`config.mk`:
```
export PLATFORM = sky130hd
export DESIGN_NAME = grid_neighbour_mine_count_unit
export DESIGN_NICKNAME = d
export VERILOG_FILES = /design/src/hw/rtl/gnmc_pkg.sv /design/src/hw/rtl/grid_neighbour_mine_count_unit.sv
export VERILOG_INCLUDE_DIRS = /design/src /design/src/hw/rtl
export SDC_FILE = /design/constraint.sdc
export NUM_CORES = 2
export LEC_CHECK = 0
export BUFFER_PORTS_ARGS = -buffer_cell sky130_fd_sc_hd__buf_2
export CORE_MARGIN = 3
export CORE_UTILIZATION = 30
export CTS_BUF_LIST = sky130_fd_sc_hd__clkbuf_8
export DETAILED_ROUTE_END_ITERATION = 6
export PLACE_DENSITY_LB_ADDON = 0.12
export SLEW_MARGIN = 5
export SYNTH_ARGS = -nofsm -noshare
export SYNTH_HDL_FRONTEND = slang
export SYNTH_SLANG_ARGS = --single-unit
export TNS_END_PERCENT = 10
```
`constraint.sdc`:
```
create_clock -name clk_i -period 24.4 [get_ports clk_i]
set_input_delay 3.66 -clock clk_i [delete_from_list [all_inputs] [get_ports clk_i]]
set_output_delay 3.66 -clock clk_i [all_outputs]
set_load 0.05 [all_outputs]
```
`src/hw/rtl/grid_neighbour_mine_count_unit_macros.svh`:
```
// ----------------------------------------------------------------------------
// Assertion macros for the grid neighbour mine count unit
// Clocked on clk_i, disabled while rst_ni is low.
// ----------------------------------------------------------------------------
`ifndef GRID_NEIGHBOUR_MINE_COUNT_UNIT_MACROS_SVH
`define GRID_NEIGHBOUR_MINE_COUNT_UNIT_MACROS_SVH

// same-cycle implication
`define GNMC_ASSERT_NOW(label, ante, cons, msg) \
  label: assert property (@(posedge clk_i) disable iff (!rst_ni) (ante) |-> (cons)) \
    else $error(msg);

// next-cycle implication
`define GNMC_ASSERT_NEXT(label, ante, cons, msg) \
  label: assert property (@(posedge clk_i) disable iff (!rst_ni) (ante) |=> (cons)) \
    else $error(msg);

`endif

```
`src/hw/rtl/gnmc_pkg.sv`:
```
// ----------------------------------------------------------------------------
// gnmc_pkg
// Constants, types and the neighbour count function of the mine count unit.
// ----------------------------------------------------------------------------
package gnmc_pkg;

  localparam int MaxWidthDef  = 1024;
  localparam int MaxHeightDef = 1024;

  localparam int CfgDataW = 11;
  localparam int CfgIdxW  = 2;
  localparam int CountW   = 4;

  localparam logic [CfgIdxW-1:0] RegGridWidth  = 2'd0;
  localparam logic [CfgIdxW-1:0] RegGridHeight = 2'd1;

  // control of the result produced by one word in the second stage
  typedef struct packed {
    logic emit;     // word produces a result
    logic row_end;  // result for the last cell of the previous row (pre-shift window)
    logic up;       // row above the reported cell lies in the grid
    logic down;     // row below lies in the grid
    logic left;     // column to the left lies in the grid
    logic right;    // column to the right lies in the grid
    logic last;     // final cell of the grid
  } emit_ctl_t;

  // column bits: [0] top, [1] middle, [2] bottom
  function automatic logic [CountW-1:0] count_neighbours(
    input logic [2:0] centre_col,
    input logic [2:0] left_col,
    input logic [2:0] right_col,
    input emit_ctl_t  ctl
  );
    logic [CountW-1:0] acc;
    acc = '0;
    acc = acc + {3'b0, centre_col[0] & ctl.up};
    acc = acc + {3'b0, centre_col[2] & ctl.down};
    acc = acc + {3'b0, left_col[0] & ctl.left & ctl.up};
    acc = acc + {3'b0, left_col[1] & ctl.left};
    acc = acc + {3'b0, left_col[2] & ctl.left & ctl.down};
    acc = acc + {3'b0, right_col[0] & ctl.right & ctl.up};
    acc = acc + {3'b0, right_col[1] & ctl.right};
    acc = acc + {3'b0, right_col[2] & ctl.right & ctl.down};
    if (centre_col[1]) begin
      acc = '0;
    end
    return acc;
  endfunction

endpackage

```
`src/hw/rtl/grid_neighbour_mine_count_unit.sv`:
```
// ----------------------------------------------------------------------------
// grid_neighbour_mine_count_unit
// Minesweeper 3x3 neighbour count over a raster stream of grid cells.
// ----------------------------------------------------------------------------
// Takes one cell word per clock in raster order and returns, per cell, its
// mine flag and the number of mines among its eight neighbours (0 for a mine
// cell); cells outside the grid count as empty. A result leaves one row plus
// one cell after its cell went in, so after a grid of grid_width x
// grid_height cells the source sends grid_width + 1 pad words to flush it.
// Rate is one word per clock unless stalled; the two-stage path is a read of
// the line buffer (one 2-bit entry per column, holding the two previous
// rows) followed by a read-modify-write of that entry, with forwarding when
// the same column is touched on consecutive words (grid_width of one). The
// line buffer needs no clearing pass after reset: entries not yet written in
// a frame only feed neighbours that lie outside the grid. A register write
// restarts the frame; write registers only while the unit is idle.
module grid_neighbour_mine_count_unit
  import gnmc_pkg::*;
#(
  parameter int MAX_WIDTH  = MaxWidthDef,
  parameter int MAX_HEIGHT = MaxHeightDef
) (
  input  logic                clk_i,
  input  logic                rst_ni,
  input  logic                in_valid_i,
  output logic                in_stall_o,
  input  logic                cmd_i,
  input  logic                is_mine_i,
  output logic                out_valid_o,
  input  logic                out_stall_i,
  output logic                cell_is_mine_o,
  output logic [CountW-1:0]   mine_count_o,
  output logic                last_of_frame_o,
  input  logic                cfg_valid_i,
  output logic                cfg_ready_o,
  input  logic [CfgIdxW-1:0]  cfg_index_i,
  input  logic [CfgDataW-1:0] cfg_data_i
);

  `include "grid_neighbour_mine_count_unit_macros.svh"

  localparam int ColW  = (MAX_WIDTH > 1) ? $clog2(MAX_WIDTH) : 1;
  localparam int WDimW = $clog2(MAX_WIDTH + 1);
  localparam int HDimW = $clog2(MAX_HEIGHT + 1);
  localparam int RowW  = $clog2(MAX_HEIGHT + 2);

  // configuration
  logic [WDimW-1:0] width_q, width_d;
  logic [HDimW-1:0] height_q, height_d;
  logic             cfg_we;
  logic             cfg_restart;

  // first stage position counters
  logic [ColW-1:0] col_q, col_d;
  logic [RowW-1:0] row_q, row_d;

  // second stage
  logic            s1_valid_q;
  logic [ColW-1:0] s1_col_q;
  logic            s1_newbit_q;
  emit_ctl_t       s1_ctl_q;

  // line buffer: [1] row above, [0] two rows above
  logic [1:0] line_mem [MAX_WIDTH];
  logic [1:0] rd_q;
  logic       fwd_q;
  logic [1:0] fwd_data_q;

  logic [8:0] window_q;

  logic              out_valid_q;
  logic              out_mine_q;
  logic [CountW-1:0] out_count_q;
  logic              out_last_q;

  logic            out_free, s1_go, advance, accept;
  logic [ColW-1:0] c_eff;
  logic [WDimW-1:0] c_inc;
  logic [RowW-1:0] h_ext;
  emit_ctl_t       ctl;
  logic            newbit;
  logic [1:0]      line_rd, wr_data;
  logic [8:0]      win_shift, win_sel;
  logic [2:0]      centre_col, left_col, right_col;
  logic [CountW-1:0] count;

  // ---------------- configuration ----------------
  assign cfg_ready_o = 1'b1;
  assign cfg_we      = cfg_valid_i & cfg_ready_o;
  // only the listed registers restart the frame
  assign cfg_restart = cfg_we &&
                       ((cfg_index_i == RegGridWidth) || (cfg_index_i == RegGridHeight));

  always_comb begin
    width_d  = width_q;
    height_d = height_q;
    if (cfg_we) begin
      unique case (cfg_index_i)
        RegGridWidth: begin
          if (cfg_data_i == '0) begin
            width_d = WDimW'(1);
          end else if (int'(cfg_data_i) > MAX_WIDTH) begin
            width_d = WDimW'(MAX_WIDTH);
          end else begin
            width_d = WDimW'(cfg_data_i);
          end
        end
        RegGridHeight: begin
          if (cfg_data_i == '0) begin
            height_d = HDimW'(1);
          end else if (int'(cfg_data_i) > MAX_HEIGHT) begin
            height_d = HDimW'(MAX_HEIGHT);
          end else begin
            height_d = HDimW'(cfg_data_i);
          end
        end
        default: ;
      endcase
    end
  end

  always_ff @(posedge clk_i or negedge rst_ni) begin
    if (!rst_ni) begin
      width_q  <= WDimW'((MaxWidthDef > MAX_WIDTH) ? MAX_WIDTH : MaxWidthDef);
      height_q <= HDimW'((MaxHeightDef > MAX_HEIGHT) ? MAX_HEIGHT : MaxHeightDef);
    end else begin
      width_q  <= width_d;
      height_q <= height_d;
    end
  end

  // ---------------- handshake ----------------
  assign out_free   = !out_valid_q || !out_stall_i;
  assign s1_go      = s1_valid_q && (!s1_ctl_q.emit || out_free);
  assign advance    = !s1_valid_q || s1_go;
  assign in_stall_o = !advance;
  assign accept     = in_valid_i && advance;

  // ---------------- first stage: position, result masks ----------------
  assign h_ext  = RowW'(height_q);
  assign newbit = !cmd_i && is_mine_i;

  always_comb begin
    c_eff = (WDimW'(col_q) >= width_q) ? '0 : col_q;
    c_inc = WDimW'(c_eff) + WDimW'(1);

    ctl         = '0;
    ctl.row_end = (c_eff == '0) && (row_q >= RowW'(2));
    ctl.emit    = ctl.row_end || ((c_eff != '0) && (row_q >= RowW'(1)));
    if (ctl.row_end) begin
      ctl.up    = row_q >= RowW'(3);
      ctl.down  = row_q <= h_ext;
      ctl.left  = width_q >= WDimW'(2);
      ctl.right = 1'b0;
      ctl.last  = row_q == (h_ext + RowW'(1));
    end else begin
      // mid-row results never reach the last column, so never the final cell
      ctl.up    = row_q >= RowW'(2);
      ctl.down  = row_q < h_ext;
      ctl.left  = c_eff >= ColW'(2);
      ctl.right = 1'b1;
      ctl.last  = 1'b0;
    end

    // advance raster position; the last result restarts the frame
    if (c_inc >= width_q) begin
      col_d = '0;
      row_d = row_q + RowW'(1);
    end else begin
      col_d = ColW'(c_inc);
      row_d = row_q;
    end
    if (ctl.emit && ctl.last) begin
      col_d = '0;
      row_d = '0;
    end
  end

  always_ff @(posedge clk_i or negedge rst_ni) begin
    if (!rst_ni) begin
      col_q <= '0;
      row_q <= '0;
    end else if (cfg_restart) begin
      col_q <= '0;
      row_q <= '0;
    end else if (accept) begin
      col_q <= col_d;
      row_q <= row_d;
    end
  end

  always_ff @(posedge clk_i or negedge rst_ni) begin
    if (!rst_ni) begin
      s1_valid_q <= 1'b0;
    end else if (advance) begin
      s1_valid_q <= accept;
    end
  end

  always_ff @(posedge clk_i) begin
    if (accept) begin
      s1_col_q    <= c_eff;
      s1_newbit_q <= newbit;
      s1_ctl_q    <= ctl;
      // same entry written this cycle: take the new data instead of the read
      fwd_q       <= s1_go && (s1_col_q == c_eff);
      fwd_data_q  <= wr_data;
    end
  end

  // ---------------- line buffer memory ----------------
  always_ff @(posedge clk_i) begin
    if (accept) begin
      rd_q <= line_mem[c_eff];
    end
  end

  always_ff @(posedge clk_i) begin
    if (s1_go) begin
      line_mem[s1_col_q] <= wr_data;
    end
  end

  // ---------------- second stage: window shift and count ----------------
  assign line_rd   = fwd_q ? fwd_data_q : rd_q;
  assign wr_data   = {s1_newbit_q, line_rd[1]};
  assign win_shift = {s1_newbit_q, line_rd[1], line_rd[0], window_q[8:3]};

  always_comb begin
    win_sel    = s1_ctl_q.row_end ? window_q : win_shift;
    centre_col = s1_ctl_q.row_end ? win_sel[8:6] : win_sel[5:3];
    left_col   = s1_ctl_q.row_end ? win_sel[5:3] : win_sel[2:0];
    right_col  = win_sel[8:6];
    count      = count_neighbours(centre_col, left_col, right_col, s1_ctl_q);
  end

  always_ff @(posedge clk_i or negedge rst_ni) begin
    if (!rst_ni) begin
      window_q <= '0;
    end else if (cfg_restart) begin
      window_q <= '0;
    end else if (s1_go) begin
      window_q <= (s1_ctl_q.emit && s1_ctl_q.last) ? '0 : win_shift;
    end
  end

  // ---------------- output register ----------------
  always_ff @(posedge clk_i or negedge rst_ni) begin
    if (!rst_ni) begin
      out_valid_q <= 1'b0;
    end else if (s1_go && s1_ctl_q.emit) begin
      out_valid_q <= 1'b1;
    end else if (!out_stall_i) begin
      out_valid_q <= 1'b0;
    end
  end

  always_ff @(posedge clk_i) begin
    if (s1_go && s1_ctl_q.emit) begin
      out_mine_q  <= centre_col[1];
      out_count_q <= count;
      out_last_q  <= s1_ctl_q.last;
    end
  end

  assign out_valid_o     = out_valid_q;
  assign cell_is_mine_o  = out_mine_q;
  assign mine_count_o    = out_count_q;
  assign last_of_frame_o = out_last_q;

  // ---------------- assertions ----------------
  `GNMC_ASSERT_NOW(a_count_range, out_valid_o,
    (mine_count_o <= CountW'(8)) && (!cell_is_mine_o || (mine_count_o == '0)),
    "mine count out of range or nonzero for a mine cell")
  `GNMC_ASSERT_NEXT(a_window_restart, s1_go && s1_ctl_q.emit && s1_ctl_q.last,
    window_q == '0, "window not cleared after last cell of grid")
  `GNMC_ASSERT_NEXT(a_pos_restart, accept && ctl.emit && ctl.last && !cfg_we,
    (col_q == '0) && (row_q == '0), "position not restarted after last cell")

endmodule
```
==> results.cfg <==
[global_routing]
antenna_found_initial = 31
grt_pass1_vias = 60400
grt_pass1_wl_mm = 505
grt_usage_pct = 23.8
grt-ovfl-total = 0
grt_start_max_net_pins = 204

[setup_path]
reg2reg_to = rd_q[1]$_DFFE_PP_
r2r_slack_ps = 17310
worstSetupStartpoint = out_stall_i
cp-end-kind = output port
crit_type = in2out
path_max_fanout = 3
r2r_cells = 18
worstPathArrival_ps = 4300
critPathRequiredTime_ps = 20740
rr_startpoint = col_q[0]$_DFFE_PN0P_
start_kind = input port
crit_end = in_stall_o

[final_layout]
layout_common_cells = edfxtp_1, nor2_1, clkbuf_8
layout_commonest_cell = edfxtp_1
nFillCells = 29100
fin_cells = 10800
drive_gt1_share_pct = 15.2
stdcell_area_um2 = 101000
area_growth_pct = 13.6
fin_nets = 6637

[detailed_routing]
avgViaCountPerCell = 5.56
drt_first_pass_iters = 5
wl_mm = 370
ant_nets = 0
wl_per_cell_um = 34.3
via_count = 60000
drt_iter0_markers = 6982
drc = 0

[synthesis]
syn_inst = 6424
async_reset_ff_share_pct = 2.40
synth_seq_cells = 2128
synth.distinct_cells = 87
synth_area_um2 = 89100
synth_ff_type = edfxtp_1
synth_warnings = 0
synth_edf_count = 2077
synth_area_per_cell_um2 = 13.9
ys_seq_area_share_pct = 71.5
synth_fp_nets = 6490

[die]
floorplan.rows = 199
die_area_um2 = 303000
start_util_pct = 30.2
io_pins = 29
die_w_um = 551
fp.dieH_um = 551
core-area_um2 = 295000

[run_status]
status = complete, but fails checks
violations = max-capacitance violations, max-slew violations

[cts]
cts.sinks = 2128
post_cts_resize_count = 0
cts_tree = done
post-cts-setup-buffer-count = 0
clk-insertion-delay-late_ps = 1060
cts_buffer_depth = 4
cts_buffers = 384
clkTransAtPathRegs_ps = 60
cts_hold_buf = 0
cts_max_level = 5
cts-root-buf = clkbuf_8

[min_path]
hp-start = s1_ctl_q[0]$_DFFE_PP_
hold_path_class = reg2reg

[placement]
gp_congestion = 0.849
placed_cells = 10100
dp_hpwl_mm = 212
io_buffers = 27
placed_area_um2 = 94400

[timing]
final_hold_viol_count = 0
rsz0062_at_grt = false
fin_crit_sh_pct = 32.6
fin_skew_ps = 128
slew_headroom_pct = -7.36
maxSlewViolCount = 2
tns_ps = 0
max_freq_mhz = 126
tightest_slew_ps = 1570
period_minus_slack_ps = 7960
setup_violations = 0

[power_and_ir_drop]
irDropWorstVdd_mv = 0.0883
power_density_nw_per_um2 = 106
p_leak_nw = 31.6

[flow_run]
drv_cap = 1
layout make-up:
cell class / instances / area (um2) / share of cell area (%)
flip-flops and latches: 2128 / 63700 / 62.9
repair buffers: 272 / 2120 / 2.10
multi-input cells: 3732 / 23500 / 23.3
well taps: 3919 / 4900 / 4.85
clock inverters: 278 / 1300 / 1.28
diodes: 11 / 27.5 / 0.0272
inverters: 53 / 211 / 0.209
clock buffers: 394 / 5420 / 5.36
cells by family (layout without fill, tap and decap cells):
family / Yosys count / in the layout / share of synthesized area, %
AO/OA/AOI/OAI: 1246 / 1246 / 9.27
XOR/XNOR: 29 / 29 / 0.285
adder cells (fa/ha/maj): 46 / 46 / 0.680
buffers and inverters: 564 / 997 / 2.53
flip-flops: 2128 / 2128 / 71.5
multiplexers: 502 / 502 / 6.85
other: 1 / 12 / 0.00421
AND/OR/NAND/NOR: 1908 / 1908 / 8.92
worst max-delay path, stage by stage:
cell     delay [ps]
buf_2           100
nand4_1         160
inv_1           110
buf_2           270
per-stage QoR:
stage / worst slack, ps / power [W] / util (%) / hold WS, ps
6_report: 16440 / 0.0108 / 34.3 / 458
5_1_grt: 16400 / 0.0111 / 34.3 / 494
4_1_cts: 16420 / 0.0108 / 34.3 / 463
3_5_place_dp: 16420 / 0.00773 / 32.0 / 447
3_3_place_gp: 16340 / 0.00774 / 32.0 / 462
2_1_floorplan: 9660 / 0.00626 / - / 427
layer usage:
metal	global-route usage, %	up-vias	share of wire [%]
met2	38.4	2646	47
met1	32.6	31800	42
met5	0	-	0.015
met3	4.24	618	7.5
li1	-	24800	-
met4	7.40	8	3.2
power by group:
group	leakage, nW	switching (W)	total (W)	internal (W)
Combinational	8.32	0.00250	0.00334	0.000842
Sequential	19.4	0.0000547	0.00435	0.00430
Clock	3.93	0.00154	0.00308	0.00153
Total	31.6	0.00410	0.0108	0.00667
registers in the layout, summed over array words and instances, names as in the netlist, 6 cells and up:
register	flops
col_q	10
s1_col_q	10
s1_ctl_q	7
row_q	11
line_mem	2048
width_q	11
h_ext	11
window_q	6
synthesized netlist by cell type, types with 15 or more instances:
| library cell | instances | area (um2) |
|---|---|---|
| nor3_1 | 62 | 310 |
| edfxtp_1 | 2077 | 62400 |
| mux4_2 | 72 | 1620 |
| dfrtp_1 | 49 | 1230 |
| clkbuf_1 | 329 | 1230 |
| nand2b_1 | 24 | 150 |
| o221ai_1 | 106 | 928 |
| mux2_2 | 141 | 1590 |
| a21o_1 | 15 | 113 |
| buf_2 | 73 | 365 |
| nor2_1 | 1251 | 4700 |
| nor2b_1 | 36 | 225 |
| buf_1 | 102 | 383 |
| a31oi_1 | 31 | 194 |
| nand4_1 | 40 | 250 |
| a22o_1 | 18 | 158 |
| o211ai_1 | 66 | 495 |
| o31ai_1 | 19 | 143 |
| nor4_1 | 28 | 175 |
| o21ai_0 | 223 | 1120 |
| nand2_1 | 337 | 1260 |
| nand3_1 | 45 | 225 |
| inv_1 | 46 | 173 |
| a211o_1 | 19 | 166 |
| o2111ai_1 | 18 | 158 |
| o22ai_1 | 182 | 1140 |
| and3_1 | 20 | 125 |
| a211oi_1 | 63 | 473 |
| xnor2_1 | 24 | 210 |
| ha_1 | 42 | 526 |
| a221oi_1 | 21 | 184 |
| a2bb2oi_1 | 15 | 131 |
| a21oi_1 | 295 | 1480 |
| mux2i_1 | 288 | 2880 |
how the worst min path moves through the flow:
stage / end / slack, ps / depth (start not counted)
floorplan: last_of_frame_o$_DFFE_PP_ / 430 / 0
global placement: last_of_frame_o$_DFFE_PP_ / 460 / 0
detailed placement: last_of_frame_o$_DFFE_PP_ / 450 / 0
CTS: last_of_frame_o$_DFFE_PP_ / 460 / 0
global route: last_of_frame_o$_DFFE_PP_ / 490 / 0
finish: last_of_frame_o$_DFFE_PP_ / 460 / 0
Power figures use the tool's default switching activity.
